<file path="src/rtl/qrs_sqrt_cell.sv">
// One digit step of the integer square root: retires one root bit per cell.
module qrs_sqrt_cell #(
   parameter int RAD_WIDTH = 66,
   parameter int SB_WIDTH  = 8
) (
   input  logic                           clock,
   input  logic                           reset,
   input  logic                           en,
   input  logic                           in_valid,
   input  logic [RAD_WIDTH-1:0]           in_rad,
   input  logic [RAD_WIDTH/2+2:0]         in_rem,
   input  logic [RAD_WIDTH/2-1:0]         in_root,
   input  logic [SB_WIDTH-1:0]            in_sb,
   output logic                           out_valid,
   output logic [RAD_WIDTH-1:0]           out_rad,
   output logic [RAD_WIDTH/2+2:0]         out_rem,
   output logic [RAD_WIDTH/2-1:0]         out_root,
   output logic [SB_WIDTH-1:0]            out_sb
);
   localparam int SW  = RAD_WIDTH / 2;
   localparam int RMW = SW + 3;

   logic                 valid_ff;
   logic [RAD_WIDTH-1:0] rad_ff, rad_in;
   logic [RMW-1:0]       rem_ff, rem_in;
   logic [SW-1:0]        root_ff, root_in;
   logic [SB_WIDTH-1:0]  sb_ff;
   logic [RMW-1:0]       shifted;
   logic [RMW-1:0]       trial;
   logic                 take;

   // bring in the next radicand bit pair and try the next root bit
   always_comb begin
      shifted = {in_rem[RMW-3:0], in_rad[RAD_WIDTH-1 -: 2]};
      trial   = {1'b0, in_root, 2'b01};
      take    = shifted >= trial;
      rem_in  = take ? shifted - trial : shifted;
      root_in = {in_root[SW-2:0], take};
      rad_in  = {in_rad[RAD_WIDTH-3:0], 2'b00};
   end

   always_ff @(posedge clock) begin
      if (reset) begin
         valid_ff <= 1'b0;
      end else if (en) begin
         valid_ff <= in_valid;
      end
   end

   always_ff @(posedge clock) begin
      if (en) begin
         rad_ff  <= rad_in;
         rem_ff  <= rem_in;
         root_ff <= root_in;
         sb_ff   <= in_sb;
      end
   end

   assign out_valid = valid_ff;
   assign out_rad   = rad_ff;
   assign out_rem   = rem_ff;
   assign out_root  = root_ff;
   assign out_sb    = sb_ff;
endmodule

</file>
<file path="config.mk">
export PLATFORM = sky130hd
export DESIGN_NAME = qrs_sqrt_cell
export DESIGN_NICKNAME = d
export VERILOG_FILES = /design/src/rtl/qrs_sqrt_cell.sv
export SDC_FILE = /design/constraint.sdc
export NUM_CORES = 1
export LEC_CHECK = 0
export BUFFER_PORTS_ARGS = -buffer_cell sky130_fd_sc_hd__buf_2
export CORE_MARGIN = 2
export CORE_UTILIZATION = 44
export DETAILED_ROUTE_END_ITERATION = 12
export GPL_TIMING_DRIVEN = 0
export PLACE_DENSITY = 0.77
export SLEW_MARGIN = 10
export SYNTH_ARGS = -nofsm -noshare
export SYNTH_HDL_FRONTEND = slang
export SYNTH_SLANG_ARGS = --single-unit
</file>
<file path="constraint.sdc">
create_clock -name clock -period 3.23 [get_ports clock]
set_clock_uncertainty 0.1 [all_clocks]
set_input_delay 0.4845 -clock clock [delete_from_list [all_inputs] [get_ports clock]]
set_output_delay 0.4845 -clock clock [all_outputs]
set_load 0.05 [all_outputs]
</file>
==> metrics.txt <==
most frequent cells in the layout=buf_2 (287), edfxtp_1 (141), inv_1 (47); syn_area_per_cell=14.1 um2; most common cell after layout, fill and taps aside=buf_2; Main synth FF type=edfxtp_1; Post-DRT Antenna Nets=0; Leak Pwr=4.22 nW; Register Area=about 4300 um2; io pins=291; RSZ-0062 raised after global routing=no; Clk pin slew, worst setup/hold paths=~0.060 ns; DRT Wirelength=18.0 mm; status=finished clean; Iteration-0 DRC Markers=240; synthesized area=6930 um2; Hold Path Class=in -> reg; area grow syn2layout=34.8%; Synth async-reset ratio=0%; share of cells above drive strength 1=48.2%; critical path type=in -> reg; final period demand of the worst path=about 3.1 ns; DRT Pass-1 Iters=5; largest net degree at the start of global routing=92; Startpoint Class=input pin; Fmax achieved=about 320 MHz; cell count after synthesis=493; Worst VDD drop=around 350 uV; slew margin rel.=57.7%; Clock Root Buffer=clkbuf_16; Max-cap violations=0; worst slack at placement=-0.427 ns; CTS tree=built; DP HPWL=13.9 mm; global-route wire length before repair=26.0 mm; sequential share of the synthesized area=61.4%; WL per Instance=17.5 um; met3 wire length=1.33 mm; vias in the first global route=5032; area of the multi-input gates=2450 um2; routed wl met2=roughly 9.4 mm; Die Height=130 um; total gr overflow=0; Clock Tree Buf Depth=2; vias=around 5200; data arrival time of the worst path=3.20 ns; initial antenna violation count=2; FF+latch count, synth=142; final core utilization=61.0%; Final Setup Violations=0; Yosys cell types=65; Reg2Reg Depth=2; GP Congestion=0.832; clk_lat worst skew=0.42 ns; hold path depth=2; WHS=~0.12 ns; Die W=130 um; max-slew violations=0; metal1 wirelength=6.66 mm; Vias/cell=5.03; clock sinks=142; # rows=45; Setup TNS=0 ns; Cell Area, Placed=between 8000 and 9000 um2; Max FO, Critical Path=10; initial core utilization=about 45%; Fill cells=~1300; WP data required=roughly 3.3 ns; power density cells=roughly 620 nW/um2; gr usage total=20.8%; Core Area=about 15000 um2; final hold vios=0; Synth Warn #=0; area of the die=16800 um2; Port Buffers=roughly 290; Highest Signal Layer=met5; type of destination of the critical path=register; H-Tree Depth=4; final net count=987; CTS buffer count=17; final critical-path share of the clock period=around 97%; worst setup margin=slightly above 0.09 ns; Worst-Margin Slew=0.635 ns; fin area=9350 um2; number of synthesized flops with an enable pin=141; DRC=0
worst max-delay path, cell delays in order:
cell and delay (ns):
buf_2 0.09, inv_1 0.05, ha_2 0.40, and4_4 0.26, and3_1 0.21, and2b_2 0.20, nand2_1 0.07, o211a_4 0.27
o31a_4 0.31, o211a_4 0.27, inv_8 0.11, buf_12 0.16, mux2_4 0.31
per-stage QoR:
step,std cells,power [mW]
after global routing,1029,6.05
after global placement,991,3.91
after CTS,1024,5.86
after floorplan,494,3.52
final,1030,5.83
after detailed placement,992,3.94
worst paths after layout:
path | to | slack [ns] | start
worst min register to register | out_valid | 0.44 | out_valid
worst max register to register | out_valid | 2.50 | out_valid
worst max-delay path | out_rem[13] | 0.09 | in_root[22]
worst min-delay path | out_valid | 0.12 | reset
kinds of logic (layout without fill, tap and decap cells):
kind of cell,Yosys count,in the layout,synth area share [%]
flip-flops,142,142,61.4
AO/OA/AOI/OAI,99,99,10.3
AND/OR/NAND/NOR,91,91,6.64
buffers and inverters,59,383,4.31
adder cells (fa/ha/maj),35,35,6.32
multiplexers,35,35,7.02
XOR/XNOR,31,31,3.92
other,1,3,0.0541
layer usage:
layer  vias up  track usage (%)
li1       2470                -
met4         4             9.87
met5         -                0
met2       205             37.7
met3        36             6.52
met1      2467             21.9
Yosys cell counts (all sizes together), types with 7 or more instances:
cell type | n | area (um2)
nand2 | 27 | 101
mux2 | 31 | 447
edfxtp | 141 | 4230
nor2 | 16 | 60.1
ha | 35 | 438
xor2 | 13 | 114
a21o | 10 | 76.3
o21ai | 19 | 95.1
nor3 | 7 | 35.0
buf | 9 | 104
nand4 | 7 | 43.8
o21a | 7 | 53.8
a21oi | 30 | 150
inv | 48 | 188
nand3 | 9 | 45.0
xnor2 | 18 | 158
what timing repair did:
item | in CTS | in global routing
gates resized for setup | 0 | 8
hold buffers | 0 | 0
setup buffers | 0 | 5
endpoints found under the setup margin | 0 | 27
layout make-up:
cell class | count | share of cell area (%)
Buffer | 11 | 1.19
Clock buffer | 17 | 4.55
Antenna cell | 1 | 0.0268
Tap cell | 211 | 2.83
Clock inverter | 15 | 1.61
Sequential cell | 142 | 45.5
Inverter | 48 | 2.01
Timing Repair Buffer | 292 | 16.1
Multi-Input combinational cell | 293 | 26.2
state kept, by name, summed over array words and instances (netlist names):
signal,count
out_rad,64
out_rem,36
out_valid,1
out_sb,8
out_root,33
power by group:
group	switching (mW)	internal [mW]	leakage [nW]
Combinational	1.11	0.521	2.55
Sequential	0.0430	2.25	1.39
Clock	0.822	1.09	0.282
Note: power is estimated with default switching activity, not from simulation.
