File: src/rtl/qrs_div_cell.sv
// One restoring division step for two lanes sharing a divisor.
// Numerator shifts out at the top while quotient bits enter at the bottom.
module qrs_div_cell #(
   parameter int NUM_WIDTH = 35,
   parameter int DEN_WIDTH = 17,
   parameter int SB_WIDTH  = 4
) (
   input  logic                  clock,
   input  logic                  reset,
   input  logic                  en,
   input  logic                  in_valid,
   input  logic [NUM_WIDTH-1:0]  in_num1,
   input  logic [NUM_WIDTH-1:0]  in_num2,
   input  logic [DEN_WIDTH:0]    in_rem1,
   input  logic [DEN_WIDTH:0]    in_rem2,
   input  logic [DEN_WIDTH-1:0]  in_den,
   input  logic [SB_WIDTH-1:0]   in_sb,
   output logic                  out_valid,
   output logic [NUM_WIDTH-1:0]  out_num1,
   output logic [NUM_WIDTH-1:0]  out_num2,
   output logic [DEN_WIDTH:0]    out_rem1,
   output logic [DEN_WIDTH:0]    out_rem2,
   output logic [DEN_WIDTH-1:0]  out_den,
   output logic [SB_WIDTH-1:0]   out_sb
);
   logic                 valid_ff;
   logic [NUM_WIDTH-1:0] num1_ff, num1_in, num2_ff, num2_in;
   logic [DEN_WIDTH:0]   rem1_ff, rem1_in, rem2_ff, rem2_in;
   logic [DEN_WIDTH-1:0] den_ff;
   logic [SB_WIDTH-1:0]  sb_ff;
   logic [DEN_WIDTH:0]   sh1, sh2, denx;
   logic                 ge1, ge2;

   // compare and subtract in both lanes
   always_comb begin
      denx    = {1'b0, in_den};
      sh1     = {in_rem1[DEN_WIDTH-1:0], in_num1[NUM_WIDTH-1]};
      sh2     = {in_rem2[DEN_WIDTH-1:0], in_num2[NUM_WIDTH-1]};
      ge1     = sh1 >= denx;
      ge2     = sh2 >= denx;
      rem1_in = ge1 ? sh1 - denx : sh1;
      rem2_in = ge2 ? sh2 - denx : sh2;
      num1_in = {in_num1[NUM_WIDTH-2:0], ge1};
      num2_in = {in_num2[NUM_WIDTH-2:0], ge2};
   end

   always_ff @(posedge clock) begin
      if (reset) begin
         valid_ff <= 1'b0;
      end else if (en) begin
         valid_ff <= in_valid;
      end
   end

   always_ff @(posedge clock) begin
      if (en) begin
         num1_ff <= num1_in;
         num2_ff <= num2_in;
         rem1_ff <= rem1_in;
         rem2_ff <= rem2_in;
         den_ff  <= in_den;
         sb_ff   <= in_sb;
      end
   end

   assign out_valid = valid_ff;
   assign out_num1  = num1_ff;
   assign out_num2  = num2_ff;
   assign out_rem1  = rem1_ff;
   assign out_rem2  = rem2_ff;
   assign out_den   = den_ff;
   assign out_sb    = sb_ff;
endmodule

File: config.mk
export PLATFORM = sky130hd
export DESIGN_NAME = qrs_div_cell
export DESIGN_NICKNAME = d
export VERILOG_FILES = /design/src/rtl/qrs_div_cell.sv
export SDC_FILE = /design/constraint.sdc
export NUM_CORES = 1
export LEC_CHECK = 0
export ABC_AREA = 1
export BUFFER_PORTS_ARGS = -buffer_cell sky130_fd_sc_hd__clkbuf_2
export CORE_MARGIN = 1
export CORE_UTILIZATION = 45
export DETAILED_ROUTE_END_ITERATION = 7
export PLACE_DENSITY = 0.81
export SLEW_MARGIN = 20
export SYNTH_ARGS = -nofsm -noshare
export SYNTH_HDL_FRONTEND = slang
export SYNTH_SLANG_ARGS = --single-unit
File: constraint.sdc
create_clock -name clock -period 4.63 [get_ports clock]
set_input_delay 0.6945 -clock clock [delete_from_list [all_inputs] [get_ports clock]]
set_output_delay 0.6945 -clock clock [all_outputs]
set_load 0.01 [all_outputs]
==> results by group <==
Pwr
  – Leak: 4.84 nW
  – Power share of the combinational group: 18.9%
  – VDD IR max: approximately 240 uV
  – PwrDens: 391 nW/um^2
  – Switch share: 27.5%
  – Seq pwr share: approximately 40%
  – Switching pwr: slightly below 1 mW
  – Int Power: roughly 2.6 mW
  – Clock power frac: between 40% and 50%

Die
  – Die footprint: between 15000 and 20000 sq um
  – Die X: approximately 130 um
  – Initial Util: between 40% and 50%
  – Core ar.: approximately 15000 sq um
  – I/O pin count: around 260
  – Rows: 45
  – Die Height: 126 um

Detailed routing
  – Initial DRC Count: around 260
  – Remaining antenna violation count: 0
  – DRC: 0
  – Avg WL per Cell: approximately 15 um
  – Via count: around 5900
  – Final wirelength: between 15000 and 20000 um
  – First-pass DRT Iterations: 4
  – Vias per inst: 4.76

Logic synthesis
  – Synth warnings: 0
  – Syn_nets: 937
  – Post-synthesis mux area share: less than 1%
  – Syn Inst Count: 770
  – Simple-gate share of the synthesized area: a little over a quarter
  – Yosys reg bits: between 100 and 150
  – Synth Area in Compound Gates: under 10%
  – Synth unique cells: 28
  – Post-Synth Adder-Cell Area: roughly 6.7%
  – Fraction of registers with async set/reset: 0%
  – Post-synthesis sequential area ratio: 55.0%
  – Post-synth top area share: a little over half
  – XOR/XNOR Fraction of Synth Area: roughly 1.8%
  – Top post-synthesis cells by area: edfxtp_1 (55%), nand2_1 (18%), inv_1 (6.7%)
  – Post-synth EDFFs: about 130
  – Mean post-synth cell area: about 9.0 sq um
  – Leading area contributor after synthesis: edfxtp_1
  – Post-synthesis cell area: ~7000 sq um
  – Main combinational cell family by area after synthesis: simple AND/OR/NAND/NOR gates
  – Top FF cell, synth: edfxtp_1

Cells and area
  – Layout Area Growth over Synthesis: 30.5%
  – Final design area excluding fillers: between 9000 and 10000 sq um
  – Final core utilization: 60.0%
  – Final net count: approximately 1200
  – Layout cell share with drive strength beyond 1: between 30% and 40%
  – Multi-input gate area: between 2000 and 3000 sq um
  – ANT cells: 0
  – Sequential cell area: about 3800 sq um
  – Fill count: between 1000 and 1500

Setup path
  – Worst setup EP type: register
  – CP arrival: 2.52 ns
  – Crit-path cells: clkbuf_2 > inv_1 > ha_1 > nand2_1 > inv_2 > nand2_2 > inv_1 > a21oi_4 > nand3_2 > nor2_4 > nand2_1 > nand2_1
  – Worst path bufs/invs: 4
  – R2r worst-path depth: 2
  – CP max stage cell: nor2_4
  – Levels on crit path: 12
  – Setup Crit Path Kind: primary input to register
  – Internal reg-to-reg setup slack: between 4 and 5 ns
  – Startpoint types: primary input
  – Req. time, crit path: roughly 5 ns
  – CP top delay family: simple AND/OR/NAND/NOR gates
  – CP max stage delay: ~0.43 ns
  – Cell repeated most along the worst path: nand2_1
  – Worst Path Max Fanout: 18

STA
  – Max-slew violations: 0
  – Setup_tns: 0 ns
  – Worst setup margin: between 2 and 2.5 ns
  – Hold Vio Cnt, Final: 0
  – Final period utilization: 47.9%
  – Fin crit period: between 2 and 2.5 ns
  – Unrepaired setup endpoints after global routing: no
  – Worst slew pin tran: 0.685 ns
  – Relative slew slack: a little over half
  – Final setup vio count: 0
  – Clock skew: 0 ns
  – Fmax: approximately 0.45 GHz

Place
  – Port bufs: approximately 260
  – Placer Congestion: 0.905
  – DP Area: around 8500 sq um
  – Dpl hpwl: around 15000 um
  – Dpl ws: 1.98 ns

Run status
  – Status: finished, final reports clean

Clock tree
  – Sink Count: between 100 and 150
  – Cts repair resizes: 0
  – TritonCTS clock tree: built
  – Worst-path clk slew: 0.06 ns
  – Root Buffer: clkbuf_16
  – H-Tree Depth: 4
  – Cts bufs inserted: 17
  – Hold-fix buffers, CTS: 0
  – Clock Path Buffers: 2
  – Setup Buffers After CTS: 0
  – Clock Latency Late Sink: 0.42 ns

Global route
  – First-pass GRT wire length: between 20000 and 30000 um
  – Vias in the first global route: between 5000 and 6000
  – GRT Residual Overflow: 0
  – GRT Total Usage: 23.4%
  – Antenna violations before repair: 0
  – Largest net degree at the start of global routing: just under 80

Hold path
  – WHS Path Cells: 2
  – Worst min path class: primary input to register

Job
  – Max-cap viol count: 0
==> metal layers <==
metal / share of wire (%) / up-vias / track usage, %
li1: - / 2990 / -
met1: 38 / 2692 / 24.8
met2: 53 / 206 / 43.4
met3: 7.5 / 27 / 6.75
met4: 2.2 / 0 / 9.78
met5: 0 / - / 0
==> flip-flops by register name, summed over array words and instances (netlist names) <==
| name | flops |
|---|---|
| out_rem2 | 18 |
| out_num2 | 35 |
| out_valid | 1 |
| out_rem1 | 18 |
| out_den | 17 |
| out_sb | 4 |
| out_num1 | 35 |
==> through the flow <==
step,std cells,hold WS (ns),power (mW)
floorplan,770,0.528,1.86
global placement,1211,0.474,2.13
detailed placement,1211,0.539,2.14
CTS,1242,0.422,3.58
global route,1242,0.422,3.70
finish,1242,0.435,3.55
==> final cells by class <==
type	count	area share (%)
Sequential cell	128	42.2
Multi-Input combinational cell	499	28.2
Timing Repair Buffer	257	14.3
Inverter	139	5.74
Clock buffer	17	4.68
Tap cell	188	2.59
Clock inverter	14	2.27
==> Yosys cell counts (4+ instances only) <==
library cell and instances:
nand2_2 16, nand3_1 32, inv_1 124, nand2_1 327, ha_1 34, edfxtp_1 127
nor3_1 4, nand4_2 4, inv_2 11, nor2_4 4, a21oi_1 16, nor2_1 28
clkinv_1 4, xor2_1 11
==> logic make-up after synthesis <==
logic type,Yosys count
AND/OR/NAND/NOR,428
buffers and inverters,143
flip-flops,128
adder cells (fa/ha/maj),36
AO/OA/AOI/OAI,20
XOR/XNOR,14
multiplexers,1
==> path summary, 6_finish.rpt <==
kind,startpoint,end
hold / removal,reset,out_valid
setup reg to reg,out_valid,out_valid
hold reg to reg,out_valid,out_valid
setup / recovery,in_den[14],out_rem2[5]
==> placed cells by master (no fill, tap or decap), types with 3 or more instances in the layout <==
cell       netlist  routed
nor2_1          28      28
edfxtp_1       127     127
clkbuf_2         0     255
nand3_1         32      32
a21oi_1         16      16
xnor2_1          3       3
clkbuf_16        0      17
bufinv_16        0       4
nand2_1        327     327
nand2_2         16      16
ha_1            34      34
inv_2           11      11
nor2_4           4       4
nand4_2          4       4
or2_2            3       3
nor3_1           4       4
clkinv_1         4       4
inv_6            0       3
nor2_2           3       3
inv_1          124     124
xor2_1          11      11
==> power groups by stage <==
| stage | registers [mW] | clock network (mW) | logic, mW |
|---|---|---|---|
| final | 1.44 | 1.43 | 0.671 |
| after global routing | 1.45 | 1.50 | 0.748 |
| after CTS | 1.44 | 1.46 | 0.677 |
| after global placement | 1.46 | 0 | 0.664 |
| after detailed placement | 1.47 | 0 | 0.673 |
| after floorplan | 1.53 | 0 | 0.331 |
Power figures use the tool's default switching activity.
